===== src/lbas_pkg.sv =====
package lbas_pkg;

   localparam int MAX_SEGMENTS = 28;
   localparam int FIRE_FRAMES  = 23;
   localparam int POS_W        = 7;
   localparam int DIV_NUM_W    = 21;
   localparam int DIV_DEN_W    = 10;
   localparam int DIV_CNT_W    = 5;

   // request kinds
   localparam logic [1:0] REQ_TICK  = 2'd0;
   localparam logic [1:0] REQ_START = 2'd1;
   localparam logic [1:0] REQ_CLEAR = 2'd2;

   // animation modes
   localparam logic [2:0] MODE_FILLDOWN = 3'd0;
   localparam logic [2:0] MODE_FILLUP   = 3'd1;
   localparam logic [2:0] MODE_FASTFILL = 3'd2;
   localparam logic [2:0] MODE_CYCLO    = 3'd3;
   localparam logic [2:0] MODE_CYCLOFUL = 3'd4;
   localparam logic [2:0] MODE_FIRE     = 3'd5;
   localparam logic [2:0] MODE_IDLE     = 3'd7;

   // phase flag bits
   localparam int PF_FILL_INIT  = 0;
   localparam int PF_FILL_DONE  = 1;
   localparam int PF_EMPTY_INIT = 2;
   localparam int PF_EMPTY_DONE = 3;

   // register indexes
   localparam logic REG_SEGMENT_COUNT = 1'b0;

   localparam logic [7:0] IV_RESET   = 8'd10;
   localparam logic [7:0] IV_FAST    = 8'd10;
   localparam logic [7:0] IV_CYCLO   = 8'd25;
   localparam logic [3:0] BRIGHT_MAX = 4'd15;
   localparam int CYCLO_TOP          = 14;

   // x / 100 for x below 2^15 as multiply and shift
   localparam int RECIP_100 = 5243;
   localparam int RECIP_SH  = 19;

   typedef enum logic [2:0] {
      ST_IDLE = 3'b001,
      ST_DIV  = 3'b010,
      ST_RSP  = 3'b100
   } state_type;

   function automatic logic [MAX_SEGMENTS-1:0] fire_frame(input logic [4:0] idx);
      logic [MAX_SEGMENTS-1:0] f;
      case (idx)
         5'd1:    f = 28'h0006000;
         5'd2:    f = 28'h000F000;
         5'd3:    f = 28'h001F800;
         5'd4:    f = 28'h003FC00;
         5'd5:    f = 28'h007FE00;
         5'd6:    f = 28'h00FFF00;
         5'd7:    f = 28'h01FFF80;
         5'd8:    f = 28'h03FFFC0;
         5'd9:    f = 28'h07F9FE0;
         5'd10:   f = 28'h0FF0FF0;
         5'd11:   f = 28'h1FE07F8;
         5'd12:   f = 28'h3FC03FC;
         5'd13:   f = 28'h7F801FE;
         5'd14:   f = 28'hFF000FF;
         5'd15:   f = 28'hFE0007F;
         5'd16:   f = 28'hFC0003F;
         5'd17:   f = 28'hF80001F;
         5'd18:   f = 28'hF00000F;
         5'd19:   f = 28'hE000007;
         5'd20:   f = 28'hC000003;
         5'd21:   f = 28'h8000001;
         default: f = 28'h0000000;
      endcase
      return f;
   endfunction

   // x / 100 via reciprocal, exact for x below 2^15
   function automatic logic [8:0] div100(input logic [14:0] x);
      logic [28:0] p;
      p = 29'(x) * 29'(RECIP_100);
      return 9'(p >> RECIP_SH);
   endfunction

endpackage


===== src/led_bar_animation_sequencer_unit.sv =====
// channel | dir | ports                  | contents
// req     | in  | req_t*                 | tuser: req_type; tdata: now/heat/mode/duration/flags
// rsp     | out | rsp_t*                 | tdata: led_states, brightness, refresh, done
// csr     | in  | csr_p*                 | segment_count at byte address 0
// A tick, clear or non-divide start is computed at accept and registered into the
// output register, where the word waits until taken. A start of fill-down, fill-up or
// fast-fill runs a restoring divider, one quotient bit per cycle, then registers the word.
// Reset is synchronous, active high; no input word is taken while a result is pending.
module led_bar_animation_sequencer_unit (
   input  logic        clock,
   input  logic        reset,
   input  logic        req_tvalid,
   output logic        req_tready,
   // [31:0] now_ms, [38:32] heat_level, [41:39] anim_mode, [57:42] duration_ms,
   // [58] fade_enable, [59] burst_direction, [60] repeat_mode
   input  logic [63:0] req_tdata,
   // [1:0] req_type
   input  logic [1:0]  req_tuser,
   output logic        rsp_tvalid,
   input  logic        rsp_tready,
   // [27:0] led_states, [31:28] brightness, [32] refresh_needed, [33] sequence_done
   output logic [39:0] rsp_tdata,
   input  logic        csr_psel,
   input  logic        csr_penable,
   input  logic        csr_pwrite,
   input  logic [2:0]  csr_paddr,
   input  logic [31:0] csr_pwdata,
   output logic [31:0] csr_prdata,
   output logic        csr_pready
);

   localparam int NS = lbas_pkg::MAX_SEGMENTS;
   localparam int PW = lbas_pkg::POS_W;

   lbas_pkg::state_type state_ff, state_in;
   logic [4:0]          seg_ff, seg_in;
   logic [NS-1:0]       led_ff, led_in;
   logic [3:0]          bright_ff, bright_in;
   logic signed [PW-1:0] pos_ff, pos_in;
   logic                down_ff, down_in;
   logic [31:0]         last_ff, last_in;
   logic [7:0]          iv_ff, iv_in;
   logic [2:0]          mode_ff, mode_in;
   logic [3:0]          pf_ff, pf_in;
   logic [1:0]          tog_ff, tog_in;
   logic [6:0]          lheat_ff, lheat_in;
   logic                chg_ff, chg_in;
   logic                fade_ff, fade_in;
   logic                rep_ff, rep_in;
   logic [lbas_pkg::DIV_NUM_W-1:0] num_ff, num_in;
   logic [lbas_pkg::DIV_DEN_W-1:0] den_ff, den_in, rem_ff, rem_in;
   logic [lbas_pkg::DIV_CNT_W-1:0] cnt_ff, cnt_in;
   logic [39:0]         out_ff, out_in;

   // input fields
   logic [31:0] now_ms;
   logic [6:0]  heat;
   logic [2:0]  amode;
   logic [15:0] dur;
   logic        fade_en, dir, rep;
   assign now_ms  = req_tdata[31:0];
   assign heat    = req_tdata[38:32];
   assign amode   = req_tdata[41:39];
   assign dur     = req_tdata[57:42];
   assign fade_en = req_tdata[58];
   assign dir     = req_tdata[59];
   assign rep     = req_tdata[60];

   // clamped segment count and output mask
   logic [4:0]    n;
   logic [NS-1:0] mask;
   always_comb begin
      if (seg_ff == 5'd0) n = 5'd1;
      else if (seg_ff > 5'(NS)) n = 5'(NS);
      else n = seg_ff;
      mask = NS'((29'(1) << n) - 29'(1));
   end

   // heat scaled floors and fire interval
   logic [4:0]  span;
   logic [8:0]  sc_cyc, sc_ful;
   logic [6:0]  hcl;
   logic [7:0]  fire_iv;
   logic [8:0]  fire_q;
   always_comb begin
      span    = (n > 5'd5) ? n - 5'd5 : 5'd0;
      sc_cyc  = lbas_pkg::div100(15'(12'(heat) * 12'(n)));
      if (sc_cyc > 9'(n)) sc_cyc = 9'(n);
      sc_ful  = lbas_pkg::div100(15'(12'(heat) * 12'(span)));
      if (sc_ful > 9'(span)) sc_ful = 9'(span);
      hcl     = (heat > 7'd100) ? 7'd100 : heat;
      fire_q  = lbas_pkg::div100(15'(15'(iv_ff - 8'd10) * 15'(hcl)));
      fire_iv = iv_ff - 8'(fire_q);
   end

   // step due check, one shared subtract and compare
   logic [7:0]  iv_sel;
   logic        is_due;
   always_comb begin
      if (mode_ff == lbas_pkg::MODE_FIRE) iv_sel = fire_iv;
      else if (mode_ff == lbas_pkg::MODE_FASTFILL && !pf_ff[lbas_pkg::PF_FILL_DONE])
         iv_sel = lbas_pkg::IV_FAST;
      else iv_sel = iv_ff;
      is_due = (now_ms - last_ff) >= 32'(iv_sel);
   end

   // divider trial subtract
   logic [lbas_pkg::DIV_DEN_W:0] trial;
   logic                         take;
   always_comb begin
      trial = {rem_ff, num_ff[lbas_pkg::DIV_NUM_W-1]};
      take  = trial >= {1'b0, den_ff};
   end

   // mode 0..2 divide operands
   logic [15:0] v01, v2;
   logic [8:0]  ten_n;
   always_comb begin
      v01   = (dur > 16'd5) ? dur : 16'd5;
      ten_n = 9'(n) * 9'd10;
      v2    = (dur > 16'(ten_n) + 16'd5) ? dur - 16'(ten_n) : 16'd5;
   end

   logic req_acc;
   assign req_acc    = req_tvalid && req_tready;
   assign req_tready = (state_ff == lbas_pkg::ST_IDLE);
   assign rsp_tvalid = (state_ff == lbas_pkg::ST_RSP);
   assign rsp_tdata  = out_ff;

   // main next-state logic
   always_comb begin
      logic signed [PW-1:0] ns_n;
      logic signed [PW-1:0] fl_cyc;
      logic signed [PW-1:0] sc_f;
      logic [NS-1:0] frow;
      logic ph_fup, ph_empty, ph_init, ph_go, ph_r;
      logic [4:0] fidx;
      state_in  = state_ff;
      led_in    = led_ff;
      bright_in = bright_ff;
      pos_in    = pos_ff;
      down_in   = down_ff;
      last_in   = last_ff;
      iv_in     = iv_ff;
      mode_in   = mode_ff;
      pf_in     = pf_ff;
      tog_in    = tog_ff;
      lheat_in  = lheat_ff;
      chg_in    = chg_ff;
      fade_in   = fade_ff;
      rep_in    = rep_ff;
      num_in    = num_ff;
      den_in    = den_ff;
      rem_in    = rem_ff;
      cnt_in    = cnt_ff;
      out_in    = out_ff;
      ns_n      = PW'(n);
      fl_cyc    = PW'(sc_cyc[8:1]);
      sc_f      = PW'(sc_ful);
      frow      = '0;
      ph_fup    = 1'b0;
      ph_empty  = 1'b0;
      ph_init   = 1'b0;
      ph_go     = 1'b0;
      ph_r      = 1'b0;
      fidx      = 5'd0;

      unique case (state_ff)
         lbas_pkg::ST_IDLE: begin
            if (req_acc) begin
               state_in = lbas_pkg::ST_RSP;
               case (req_tuser)
                  lbas_pkg::REQ_TICK: begin
                     case (mode_ff)
                        lbas_pkg::MODE_FILLDOWN, lbas_pkg::MODE_FILLUP,
                        lbas_pkg::MODE_FASTFILL: begin
                           // pick the phase to run
                           if (!pf_ff[lbas_pkg::PF_EMPTY_DONE]) begin
                              ph_go = 1'b1;
                              if (pf_ff[lbas_pkg::PF_FILL_INIT]) begin
                                 ph_init = 1'b1;
                                 ph_fup  = (mode_ff != lbas_pkg::MODE_FILLDOWN);
                              end else if (!pf_ff[lbas_pkg::PF_FILL_DONE]) begin
                                 ph_fup  = (mode_ff != lbas_pkg::MODE_FILLDOWN);
                              end else begin
                                 ph_empty = 1'b1;
                                 ph_init  = pf_ff[lbas_pkg::PF_EMPTY_INIT];
                              end
                           end
                           if (ph_go) begin
                              if (ph_init) begin
                                 pos_in = ph_fup ? '0 : ns_n;
                                 led_in = ph_empty ? '1 : '0;
                                 chg_in = 1'b1;
                              end
                              if (ph_fup) begin
                                 if (pos_in > ns_n) begin
                                    pos_in = ns_n;
                                    ph_r   = 1'b1;
                                 end else if (is_due) begin
                                    last_in = now_ms;
                                    chg_in  = 1'b1;
                                    if (pos_in >= 0 && pos_in < ns_n)
                                       led_in[pos_in[4:0]] = 1'b1;
                                    pos_in = pos_in + PW'(1);
                                 end
                              end else begin
                                 if (pos_in < 0) begin
                                    pos_in = '0;
                                    ph_r   = 1'b1;
                                 end else if (is_due) begin
                                    last_in = now_ms;
                                    chg_in  = 1'b1;
                                    if (pos_in < ns_n) led_in[pos_in[4:0]] = !ph_empty;
                                    pos_in = pos_in - PW'(1);
                                    if (fade_ff) begin
                                       if (!ph_empty) begin
                                          if (tog_ff[0] && bright_ff < lbas_pkg::BRIGHT_MAX)
                                             bright_in = bright_ff + 4'd1;
                                          tog_in[0] = !tog_ff[0];
                                       end else begin
                                          if (tog_ff[1] && bright_ff > 4'd0)
                                             bright_in = bright_ff - 4'd1;
                                          tog_in[1] = !tog_ff[1];
                                       end
                                    end
                                 end
                              end
                              // phase flag update
                              if (pf_ff[lbas_pkg::PF_FILL_INIT])
                                 pf_in[lbas_pkg::PF_FILL_INIT] = ph_r;
                              else if (!pf_ff[lbas_pkg::PF_FILL_DONE]) begin
                                 pf_in[lbas_pkg::PF_FILL_DONE]  = ph_r;
                                 pf_in[lbas_pkg::PF_EMPTY_INIT] = ph_r;
                              end else if (pf_ff[lbas_pkg::PF_EMPTY_INIT])
                                 pf_in[lbas_pkg::PF_EMPTY_INIT] = ph_r;
                              else
                                 pf_in[lbas_pkg::PF_EMPTY_DONE] = ph_r;
                           end
                        end
                        lbas_pkg::MODE_CYCLO: begin
                           if (is_due) begin
                              last_in = now_ms;
                              chg_in  = 1'b1;
                              for (int i = 0; i < NS; i++) begin
                                 if (PW'(i) < ns_n)
                                    led_in[i] = (PW'(i) < pos_ff) || (PW'(i) >= ns_n - pos_ff);
                              end
                              if (!down_ff) begin
                                 pos_in = (pos_ff + PW'(1) < PW'(lbas_pkg::CYCLO_TOP)) ?
                                          pos_ff + PW'(1) : PW'(lbas_pkg::CYCLO_TOP);
                                 if (pos_in >= PW'(lbas_pkg::CYCLO_TOP)) down_in = 1'b1;
                              end else begin
                                 pos_in = (pos_ff - PW'(1) > fl_cyc) ?
                                          pos_ff - PW'(1) : fl_cyc;
                                 if (pos_in <= fl_cyc) down_in = 1'b0;
                              end
                           end
                        end
                        lbas_pkg::MODE_CYCLOFUL: begin
                           if (is_due) begin
                              if (lheat_ff != heat) begin
                                 lheat_in = heat;
                                 chg_in   = 1'b1;
                              end
                              if (!down_ff) begin
                                 if (pos_ff >= ns_n) begin
                                    pos_in  = ns_n - PW'(1);
                                    down_in = 1'b1;
                                 end else begin
                                    last_in = now_ms;
                                    chg_in  = 1'b1;
                                    if (pos_ff >= 0) led_in[pos_ff[4:0]] = 1'b1;
                                    pos_in = pos_ff + PW'(1);
                                 end
                              end else begin
                                 if (pos_ff <= sc_f) begin
                                    pos_in  = sc_f;
                                    down_in = 1'b0;
                                 end else begin
                                    last_in = now_ms;
                                    chg_in  = 1'b1;
                                    if (pos_ff < PW'(NS)) led_in[pos_ff[4:0]] = 1'b0;
                                    pos_in = pos_ff - PW'(1);
                                 end
                              end
                           end
                        end
                        lbas_pkg::MODE_FIRE: begin
                           if (is_due) begin
                              if (pos_ff < 0) pos_in = '0;
                              else if (pos_ff > PW'(lbas_pkg::FIRE_FRAMES - 1))
                                 pos_in = PW'(lbas_pkg::FIRE_FRAMES - 1);
                              else pos_in = pos_ff;
                              last_in = now_ms;
                              chg_in  = 1'b1;
                              fidx    = pos_in[4:0];
                              frow    = lbas_pkg::fire_frame(fidx);
                              for (int i = 0; i < NS; i++) begin
                                 if (PW'(i) < ns_n) led_in[i] = frow[i];
                              end
                              if (!down_ff) begin
                                 pos_in = pos_in - PW'(1);
                                 if (pos_in < 0)
                                    pos_in = rep_ff ? PW'(lbas_pkg::FIRE_FRAMES - 1) : '0;
                              end else begin
                                 pos_in = pos_in + PW'(1);
                                 if (pos_in > PW'(lbas_pkg::FIRE_FRAMES - 1))
                                    pos_in = rep_ff ? '0 : PW'(lbas_pkg::FIRE_FRAMES - 1);
                              end
                           end
                        end
                        default: ;
                     endcase
                  end
                  lbas_pkg::REQ_START: begin
                     case (amode)
                        lbas_pkg::MODE_FILLDOWN, lbas_pkg::MODE_FILLUP: begin
                           fade_in   = (amode == lbas_pkg::MODE_FILLDOWN) && fade_en;
                           bright_in = ((amode == lbas_pkg::MODE_FILLDOWN) && fade_en) ?
                                       4'd0 : lbas_pkg::BRIGHT_MAX;
                           pf_in     = 4'b0001 |
                                       ((amode == lbas_pkg::MODE_FILLUP) ? 4'b0100 : 4'b0000);
                           mode_in   = amode;
                           num_in    = lbas_pkg::DIV_NUM_W'(v01);
                           den_in    = lbas_pkg::DIV_DEN_W'({n, 1'b0});
                           rem_in    = '0;
                           cnt_in    = '0;
                           state_in  = lbas_pkg::ST_DIV;
                        end
                        lbas_pkg::MODE_FASTFILL: begin
                           fade_in   = fade_en;
                           bright_in = lbas_pkg::BRIGHT_MAX;
                           pf_in     = 4'b0101;
                           mode_in   = amode;
                           num_in    = lbas_pkg::DIV_NUM_W'(21'(v2) * 21'd20 + 21'(n) * 21'd11);
                           den_in    = lbas_pkg::DIV_DEN_W'(10'(n) * 10'd22);
                           rem_in    = '0;
                           cnt_in    = '0;
                           state_in  = lbas_pkg::ST_DIV;
                        end
                        lbas_pkg::MODE_CYCLO: begin
                           iv_in     = lbas_pkg::IV_CYCLO;
                           down_in   = 1'b0;
                           pos_in    = PW'(sc_cyc);
                           bright_in = lbas_pkg::BRIGHT_MAX;
                           led_in    = '0;
                           chg_in    = 1'b1;
                           mode_in   = amode;
                        end
                        lbas_pkg::MODE_CYCLOFUL: begin
                           iv_in     = lbas_pkg::IV_RESET;
                           lheat_in  = '0;
                           down_in   = 1'b0;
                           pos_in    = '0;
                           bright_in = lbas_pkg::BRIGHT_MAX;
                           led_in    = '0;
                           chg_in    = 1'b1;
                           mode_in   = amode;
                        end
                        lbas_pkg::MODE_FIRE: begin
                           down_in = dir;
                           rep_in  = rep;
                           if (rep) begin
                              iv_in     = lbas_pkg::IV_CYCLO;
                              pos_in    = dir ? '0 : PW'(lbas_pkg::FIRE_FRAMES - 1);
                              bright_in = lbas_pkg::BRIGHT_MAX;
                              led_in    = '0;
                              chg_in    = 1'b1;
                           end
                           mode_in = amode;
                        end
                        default: ;
                     endcase
                  end
                  lbas_pkg::REQ_CLEAR: begin
                     pos_in    = '0;
                     bright_in = lbas_pkg::BRIGHT_MAX;
                     led_in    = '0;
                     chg_in    = 1'b1;
                  end
                  default: ;
               endcase
            end
         end
         lbas_pkg::ST_DIV: begin
            // one quotient bit per cycle
            rem_in = take ? lbas_pkg::DIV_DEN_W'(trial - {1'b0, den_ff})
                          : lbas_pkg::DIV_DEN_W'(trial);
            num_in = {num_ff[lbas_pkg::DIV_NUM_W-2:0], take};
            cnt_in = cnt_ff + 1'b1;
            if (cnt_ff == lbas_pkg::DIV_CNT_W'(lbas_pkg::DIV_NUM_W - 1)) begin
               if (num_in < 21'd10) iv_in = 8'd10;
               else if (num_in > 21'd255) iv_in = 8'd255;
               else iv_in = num_in[7:0];
               state_in = lbas_pkg::ST_RSP;
            end
         end
         lbas_pkg::ST_RSP: begin
            if (rsp_tready) state_in = lbas_pkg::ST_IDLE;
         end
         default: state_in = lbas_pkg::ST_IDLE;
      endcase

      // capture result word when leaving compute
      if (state_in == lbas_pkg::ST_RSP && state_ff != lbas_pkg::ST_RSP) begin
         out_in = {6'd0,
                   (mode_in <= lbas_pkg::MODE_FASTFILL) && pf_in[lbas_pkg::PF_EMPTY_DONE],
                   chg_in, bright_in, led_in & mask};
         chg_in = 1'b0;
      end
   end

   // config port
   logic csr_wr;
   assign csr_pready = 1'b1;
   assign csr_wr     = csr_psel && csr_penable && csr_pwrite && csr_pready;
   assign csr_prdata = (csr_paddr[2] == lbas_pkg::REG_SEGMENT_COUNT) ? {27'd0, seg_ff} : 32'd0;
   always_comb begin
      seg_in = seg_ff;
      if (csr_wr && csr_paddr[2] == lbas_pkg::REG_SEGMENT_COUNT) seg_in = csr_pwdata[4:0];
   end

   // state registers
   always_ff @(posedge clock) begin
      if (reset) begin
         state_ff  <= lbas_pkg::ST_IDLE;
         seg_ff    <= 5'd28;
         led_ff    <= '0;
         bright_ff <= lbas_pkg::BRIGHT_MAX;
         pos_ff    <= '0;
         down_ff   <= 1'b0;
         last_ff   <= '0;
         iv_ff     <= lbas_pkg::IV_RESET;
         mode_ff   <= lbas_pkg::MODE_IDLE;
         pf_ff     <= '0;
         tog_ff    <= '0;
         lheat_ff  <= '0;
         chg_ff    <= 1'b1;
         fade_ff   <= 1'b0;
         rep_ff    <= 1'b1;
         cnt_ff    <= '0;
      end else begin
         state_ff  <= state_in;
         seg_ff    <= seg_in;
         led_ff    <= led_in;
         bright_ff <= bright_in;
         pos_ff    <= pos_in;
         down_ff   <= down_in;
         last_ff   <= last_in;
         iv_ff     <= iv_in;
         mode_ff   <= mode_in;
         pf_ff     <= pf_in;
         tog_ff    <= tog_in;
         lheat_ff  <= lheat_in;
         chg_ff    <= chg_in;
         fade_ff   <= fade_in;
         rep_ff    <= rep_in;
         cnt_ff    <= cnt_in;
      end
   end

   // payload registers
   always_ff @(posedge clock) begin
      num_ff <= num_in;
      den_ff <= den_in;
      rem_ff <= rem_in;
      out_ff <= out_in;
   end

`ifndef SYNTH
   a_no_overlap: assert property (@(posedge clock) disable iff (reset)
      rsp_tvalid |-> !req_tready)
      else $error("input taken while result pending");

   a_div_start: assert property (@(posedge clock) disable iff (reset)
      (req_tvalid && req_tready && req_tuser == lbas_pkg::REQ_START &&
       (req_tdata[41:39] == lbas_pkg::MODE_FILLDOWN || req_tdata[41:39] == lbas_pkg::MODE_FILLUP ||
        req_tdata[41:39] == lbas_pkg::MODE_FASTFILL)) |=> !rsp_tvalid && !req_tready)
      else $error("divider not started");

   a_div_count: assert property (@(posedge clock) disable iff (reset)
      (state_ff == lbas_pkg::ST_DIV) |-> cnt_ff < lbas_pkg::DIV_CNT_W'(lbas_pkg::DIV_NUM_W))
      else $error("divider overran");
`endif

endmodule

===== config.mk =====
export PLATFORM = sky130hd
export DESIGN_NAME = led_bar_animation_sequencer_unit
export DESIGN_NICKNAME = d
export VERILOG_FILES = /design/src/lbas_pkg.sv /design/src/led_bar_animation_sequencer_unit.sv
export SDC_FILE = /design/constraint.sdc
export NUM_CORES = 2
export LEC_CHECK = 0
export BUFFER_PORTS_ARGS = -buffer_cell sky130_fd_sc_hd__buf_2
export CELL_PAD_IN_SITES_DETAIL_PLACEMENT = 0
export CELL_PAD_IN_SITES_GLOBAL_PLACEMENT = 1
export CORE_ASPECT_RATIO = 1.25
export CORE_UTILIZATION = 30
export DETAILED_ROUTE_END_ITERATION = 10
export PLACE_DENSITY = 0.56
export SLEW_MARGIN = 20
export SYNTH_ARGS = -nofsm -noshare
export SYNTH_HDL_FRONTEND = slang
export SYNTH_SLANG_ARGS = --single-unit
export TNS_END_PERCENT = 30

===== constraint.sdc =====
create_clock -name clock -period 15.9 [get_ports clock]
set_clock_uncertainty 0.15 [all_clocks]
set_input_delay 3.18 -clock clock [delete_from_list [all_inputs] [get_ports clock]]
set_output_delay 3.18 -clock clock [all_outputs]
set_load 0.03 [all_outputs]

### Word-level counts from Yosys, hierarchy flattened

Memories as Yosys holds them, arrays and structs flattened.
Index checks and enable logic that the tools add are counted.

| storage, ports and cells | value |
|---|---|
| output and inout port bits | 75 |
| memories | 1 |
| bits in registers | 187 |
| ROM bits | 896 |
| logic and storage cells | 582 |
| input port bits | 108 |

| operators by class | value |
|---|---|
| multiplexer cells | 276 |
| shift operators | 1 |
| multipliers | 10 |
| add/subtract/negate cells | 20 |
| bitwise gates (word level) | 9 |
| order comparisons | 118 |
| reductions and logical operators | 75 |
| equality and inequality tests | 49 |

Memory list:

| name | depth | width | read ports | clocked after memory_dff | write ports | RTL line | source |
|---|---|---|---|---|---|---|---|
| (name not given) | 32 | 28 | 1 | 0 | 0 | lbas_pkg.sv:51 | `case (idx)` |

Operator list:

| cell | count |
|---|---|
| 28-bit two-way mux | 26 |
| 32-bit two-way mux | 9 |
| 7-bit two-way mux | 37 |
| 1-bit two-way mux | 117 |
| 28-bit one-hot mux with 4 select lines | 1 |
| 32-bit one-hot mux with 3 select lines | 1 |
| 6-bit by 7-bit greater-or-equal comparator with 1-bit output (first input constant) | 12 |
| 6-bit by 7-bit < comparator with 1-bit output (first input constant) | 12 |
| 21-bit one-hot mux with 2 select lines | 2 |
| 28-bit one-hot mux with 3 select lines | 1 |
| 4-bit two-way mux | 17 |
| 8-bit two-way mux | 8 |
| 5-bit < comparator (first input constant) | 12 |
| 28-bit bitwise AND | 2 |
| 5-bit by 7-bit greater-or-equal comparator with 1-bit output (first input constant) | 8 |
| 5-bit by 7-bit < comparator with 1-bit output (first input constant) | 8 |
| 28-bit bitwise OR | 2 |
| 28-bit one-hot mux with 2 select lines | 1 |
| 5-bit two-way mux | 11 |
| 12-bit by 13-bit multiplier with 25-bit output (second input constant) | 2 |
| 21-bit two-way mux | 2 |
| 7-bit one-hot mux with 3 select lines | 2 |
| 4-bit by 5-bit < comparator with 1-bit output (first input constant) | 8 |
| 10-bit two-way mux | 4 |
| other kinds (107) | 253 |

### Longest topological paths before layout

| logic depth | value |
|---|---|
| depth after elaboration | 30 |
| gate-level depth with buffers | 69 |
| depth with buffers taken out | 66 |

### Least setup slack after synthesis

No wires, ideal clock.

| timing | value |
|---|---|
| path type | input to register |
| start point | input port req_tdata[32] |
| end point | register out_ff[0], in the netlist rsp_tdata[0] (data pin) |
| required time | 15.485 ns |
| setup slack | -0.351 ns |
| setup time | 0.265 ns |
| cell stages on the path | 55 |
| buffers on the path | 3 |
| data arrival time | 15.836 ns |
| cell sequence | o21ai_0 -> a21oi_1 -> or2_2 -> nand2b_1 -> fa_1 -> fa_1 -> inv_1 -> fa_1 -> fa_1 -> ha_1 -> a21oi_1 -> o21bai_1 -> a21oi_1 -> o21ai_0 -> or2_2 -> xor2_1 -> inv_1 -> fa_1 -> (+19 left out) -> xnor2_1 -> xnor2_1 -> xnor2_1 -> a22oi_1 -> ha_1 -> nor2b_1 -> a2111oi_0 -> o2111ai_1 -> a2111oi_1 -> nand4_1 -> or4_1 -> buf_6 -> buf_2 -> clkbuf_1 -> a22oi_1 -> o21ai_0 -> o21ai_0 -> a21oi_1 |

| between the ends | value |
|---|---|
| longest elaborated chain between the ends | 16 |
| elaborated cells between the ends (all ways) | 28 |
| classes of those cells | add/sub (1); mul (4); order compare (4); mux (18); bitwise (1) |

RTL lines:

| item | RTL line | source |
|---|---|---|
| from (decl) | led_bar_animation_sequencer_unit.sv:16 | `input logic [63:0] req_tdata,` |
| 7-bit greater-than comparator | led_bar_animation_sequencer_unit.sv:91 | `hcl = (heat > 7'd100) ? 7'd100 : heat;` |
| 7-bit two-way mux | led_bar_animation_sequencer_unit.sv:91 |  |
| 9-bit by 8-bit multiplier with 15-bit output | led_bar_animation_sequencer_unit.sv:92 | `fire_q = lbas_pkg::div100(15'(15'(iv_ff - 8'd10) * 15'(hcl)));` |
| 15-bit by 13-bit multiplier with 27-bit output | lbas_pkg.sv:81 | `p = 29'(x) * 29'(RECIP_100);` |
| 8-bit subtractor | led_bar_animation_sequencer_unit.sv:93 | `fire_iv = iv_ff - 8'(fire_q);` |
| 8-bit two-way mux | led_bar_animation_sequencer_unit.sv:100 | `if (mode_ff == lbas_pkg::MODE_FIRE) iv_sel = fire_iv;` |
| 32-bit by 8-bit greater-or-equal comparator with 1-bit output | led_bar_animation_sequencer_unit.sv:104 | `is_due = (now_ms - last_ff) >= 32'(iv_sel);` |
| 28-bit two-way mux (on tied branches) | led_bar_animation_sequencer_unit.sv:211, led_bar_animation_sequencer_unit.sv:200 |  |
| 28-bit two-way mux (on tied branches) | led_bar_animation_sequencer_unit.sv:208, led_bar_animation_sequencer_unit.sv:197 |  |
| 28-bit two-way mux | led_bar_animation_sequencer_unit.sv:196 | `if (ph_fup) begin` |
| 28-bit two-way mux | led_bar_animation_sequencer_unit.sv:190 | `if (ph_go) begin` |
| 28-bit one-hot mux with 4 select lines * | led_bar_animation_sequencer_unit.sv:174 | `case (mode_ff)` |
| 28-bit one-hot mux with 3 select lines * | led_bar_animation_sequencer_unit.sv:172 | `case (req_tuser)` |
| 28-bit two-way mux * | led_bar_animation_sequencer_unit.sv:170 | `if (req_acc) begin` |
| 28-bit two-way mux * | led_bar_animation_sequencer_unit.sv:168 | `unique case (state_ff)` |
| 28-bit bitwise AND * | led_bar_animation_sequencer_unit.sv:409 | `chg_in, bright_in, led_in & mask};` |
| to (signal assigned) | led_bar_animation_sequencer_unit.sv:468 | `out_ff <= out_in;` |
| to (decl) | led_bar_animation_sequencer_unit.sv:53 | `logic [39:0] out_ff, out_in;` |

Every way passes the cells marked *; elsewhere a longest branch is shown, timed or not.
A chain may end at the register's enable or synchronous reset.

### Worst setup path after layout

| timing | value |
|---|---|
| start point | input port req_tdata[36] |
| end point | register pos_ff[2] |

| between the ends | value |
|---|---|
| longest elaborated chain between the ends | 13 |
| elaborated cells between the ends (all ways) | 36 |
| classes of those cells | add/sub (1); mul (6); order compare (6); eq/ne (3); mux (19); reduce/logical (1) |

RTL lines:

| item | RTL line | source |
|---|---|---|
| 7-bit greater-than comparator | led_bar_animation_sequencer_unit.sv:91 |  |
| 7-bit two-way mux | led_bar_animation_sequencer_unit.sv:91 |  |
| 9-bit by 8-bit multiplier with 15-bit output | led_bar_animation_sequencer_unit.sv:92 |  |
| 15-bit by 13-bit multiplier with 27-bit output | lbas_pkg.sv:81 |  |
| 8-bit subtractor | led_bar_animation_sequencer_unit.sv:93 |  |
| 8-bit two-way mux | led_bar_animation_sequencer_unit.sv:100 |  |
| 32-bit by 8-bit greater-or-equal comparator with 1-bit output | led_bar_animation_sequencer_unit.sv:104 |  |
| 7-bit two-way mux (on tied branches) | led_bar_animation_sequencer_unit.sv:211, led_bar_animation_sequencer_unit.sv:200 |  |
| 7-bit two-way mux (on tied branches) | led_bar_animation_sequencer_unit.sv:208, led_bar_animation_sequencer_unit.sv:197 |  |
| 7-bit two-way mux | led_bar_animation_sequencer_unit.sv:196 |  |
| 7-bit two-way mux | led_bar_animation_sequencer_unit.sv:190 |  |
| 7-bit one-hot mux with 4 select lines | led_bar_animation_sequencer_unit.sv:174 |  |
| 7-bit one-hot mux with 3 select lines | led_bar_animation_sequencer_unit.sv:172 |  |
| to (signal assigned) | led_bar_animation_sequencer_unit.sv:448 | `pos_ff <= pos_in;` |
| to (decl) | led_bar_animation_sequencer_unit.sv:39 | `logic signed [PW-1:0] pos_ff, pos_in;` |

Several ways; a longest one is shown, not always the timed one. The select of a mux whose other input is x is not followed.

==> results by group <==
Finish
  • Layout cells sized above 1: 18.8%
  • Non-Filler Instances: 6,452
  • Filler cells: 12,200
  • Design area: 42,700 sq um
  • Nets: 5,769
  • Area delta synth->final: 22.1%

Floorplanning
  • Die X: 308 um
  • FP Rows: 139
  • I/O pin count: 183
  • Die height: 384 um
  • Initial Utilization: 30.4%
  • Std-Cell Core Area: 115,000 sq um
  • Die footprint: 118,000 sq um

Logic synthesis
  • Post-synth ARST share: 0%
  • Total of warnings raised by yosys: 0
  • Commonest cells post-synth: 590 x inv_1, 523 x ha_1, 381 x nor2_1
  • Largest area contributor in the netlist: ha_1
  • Number of synthesized flops with an enable pin: 74
  • Seq cells post-synth: 186
  • Mapped Area: 35,000 sq um
  • Area contributors post-synth: ha_1 19%, fa_1 14%, dfxtp_1 6.4%
  • Syn Inst Count: 4,469
  • Register area share after synthesis: 12.8%
  • Top FF cell, synth: dfxtp_1
  • Most common cell in the netlist: inv_1
  • Yosys cell types: 97
  • Synth top area share: 18.7%
  • Synthesized area per cell: 7.83 sq um

Hold path
  • HP Class: flip-flop to flip-flop
  • HP Start: lheat_ff[4]

Clock tree
  • Root buffer cell: clkbuf_16
  • CTS tree: done
  • Clk Latency, worst-skew pair: 0.55 ns
  • Worst-path clk slew: 0.07 ns
  • Num CTS Buffers: 17
  • # clock sinks: 186
  • CTS Buffer Depth: 2
  • H-tree levels: 4

Place
  • DPL Wire Length: 112,000 um
  • IO Port Bufs: 116
  • Placed cell areas: 39,900 sq um
  • Post-Place Cells: 6,363
  • RD Place Congestion: 0.958

STA
  • Fin crit share: 99.4%
  • Hold Vio Cnt, Final: 0
  • RSZ-0062 raised after global routing: yes
  • Setup_tns: 0 ns
  • Max-slew violations: 0
  • Crit path time final: 15.81 ns
  • Worst-margin pin slew: 1.12 ns
  • # setup viols final: 0
  • Slew HR: 25.4%
  • WHS: 0.316 ns
  • Fmax: 0.0633 GHz

GRT
  • Vias in the first global route: 34,500
  • Initial antenna violation count: 5
  • First-pass GRT wire length: 211,000 um
  • GRT Residual Overflow: 0
  • GRT Overall Usage: 23.6%
  • Largest net degree at the start of global routing: 66

Worst setup path
  • CP arrival: 16.11 ns
  • Slowest CP cell: or4_4
  • WP data required: 16.20 ns
  • R2r startpoint: seg_ff[3]
  • Critical path class: input port to flip-flop
  • Critical path fanouts, max: 8
  • Critical path startpoint: req_tdata[36]
  • CP startpoint kind: input port
  • Flop2flop setup slack: 1.06 ns
  • CP endpoint kind: flip-flop
  • Crit-path max cell delay: 0.54 ns
  • Most frequent CP cell: fa_1

Routing
  • Post-route ant nets: 0
  • DR pass1 iterations: 5
  • Routed length per placed instance: 21.7 um
  • Vias/cell: 5.26
  • DRT iter0 DRCs: 2,025
  • Vias: 33,900
  • Drt total wl: 140,000 um
  • Post-route DRC: 0

Run status
  • Status: complete, no violations

Job
  • # Max-Cap Violations: 0
-- critical path, delay by kind of cell --
kind	cells	cell delay (ns)
AO/OA/AOI/OAI	17	3.10
adder cells (fa/ha/maj)	13	5.29
AND/OR/NAND/NOR	11	2.11
buffers and inverters	14	1.54
XOR/XNOR	6	0.84
-- final cells by class --
class	count	area, sq um	share of cell area [%]
Antenna cell	2	5.00	0.0117
Clock buffer	17	425	0.995
Clock inverter	15	161	0.378
Inverter	601	2260	5.28
Multi-Input combinational cell	3498	29000	67.9
Sequential cell	186	4470	10.5
Tap cell	1551	1940	4.54
Timing Repair Buffer	582	4470	10.5
-- flip-flops by register name, indices dropped and copies added, names as in the netlist --
signal / cells
rsp_tdata: 34
last_ff: 32
led_ff: 28
num_ff: 21
rem_ff: 10
den_ff: 9
iv_ff: 8
lheat_ff: 7
pos_ff: 7
cnt_ff: 5
seg_ff: 5
bright_ff: 4
pf_ff: 4
mode_ff: 3
state_ff: 3
tog_ff: 2
chg_ff: 1
down_ff: 1
fade_ff: 1
rep_ff: 1
-- layer usage --
layer	global-route usage, %	part of all wire (%)
met5	0	0.024
met4	13.6	6.5
met3	2.75	4.2
met2	41.5	49
met1	27.5	40
-- repair_timing --
item                                    4_1_cts  5_1_grt
gates resized for setup                     140      245
hold buffers                                  0        0
setup buffers                                14       43
endpoints found under the setup margin      115      115
cloned                                        2        4
pin swaps                                   109      153
-- cells by family (layout without fill, tap and decap cells) --
kind of cell	count (synthesis)	count (layout)	share of synthesized area [%]
simple gates	1300	1300	17.5
other cells	2	39	0.0215
compound gates	1133	1133	20.7
xor+xnor	174	174	4.35
buf+inv	820	1215	9.31
flops	186	186	12.8
mux	79	79	2.29
fa+ha+maj	775	775	33.1
-- per-stage QoR --
step	utilization (%)	setup WS [ns]
after floorplan	-	0.000238
after global placement	34.6	-1.88
after detailed placement	34.6	-1.99
after CTS	35.8	0.0271
after global routing	37.1	-0.465
final	37.1	0.0910
-- layout by cell type (no fill, tap or decap), types with 19 or more instances in the layout --
| cell type | instances |
|---|---|
| o21ai_2 | 19 |
| a22oi_1 | 21 |
| nor3_1 | 87 |
| nand3_1 | 89 |
| o31ai_1 | 27 |
| fa_1 | 245 |
| conb_1 | 37 |
| a211oi_1 | 37 |
| a21oi_2 | 42 |
| a21oi_1 | 292 |
| o21a_1 | 28 |
| o21ai_0 | 233 |
| ha_4 | 21 |
| clkbuf_16 | 20 |
| xor2_1 | 55 |
| nand4_1 | 36 |
| a21o_1 | 62 |
| a31oi_1 | 51 |
| buf_6 | 19 |
| and3_1 | 33 |
| nand2b_1 | 50 |
| xnor2_1 | 111 |
| nor2b_1 | 50 |
| buf_2 | 109 |
| o21ai_1 | 21 |
| nor2_1 | 359 |
| and2_1 | 76 |
| ha_1 | 500 |
| o21bai_1 | 28 |
| mux2i_1 | 65 |
| dfxtp_1 | 109 |
| nand2_1 | 356 |
| o211ai_1 | 31 |
| edfxtp_1 | 74 |
| buf_4 | 429 |
| inv_1 | 573 |
-- worst paths after layout --
check                       to  depth (start not counted)
hold reg to reg    lheat_ff[4]                          2
setup / recovery     pos_ff[2]                         61
setup reg to reg  rsp_tdata[6]                         64
hold / removal     lheat_ff[4]                          2
Power is left out: the tool's default activity adds up to more than one toggle a clock period on the data nets, which glitch-free logic cannot reach.
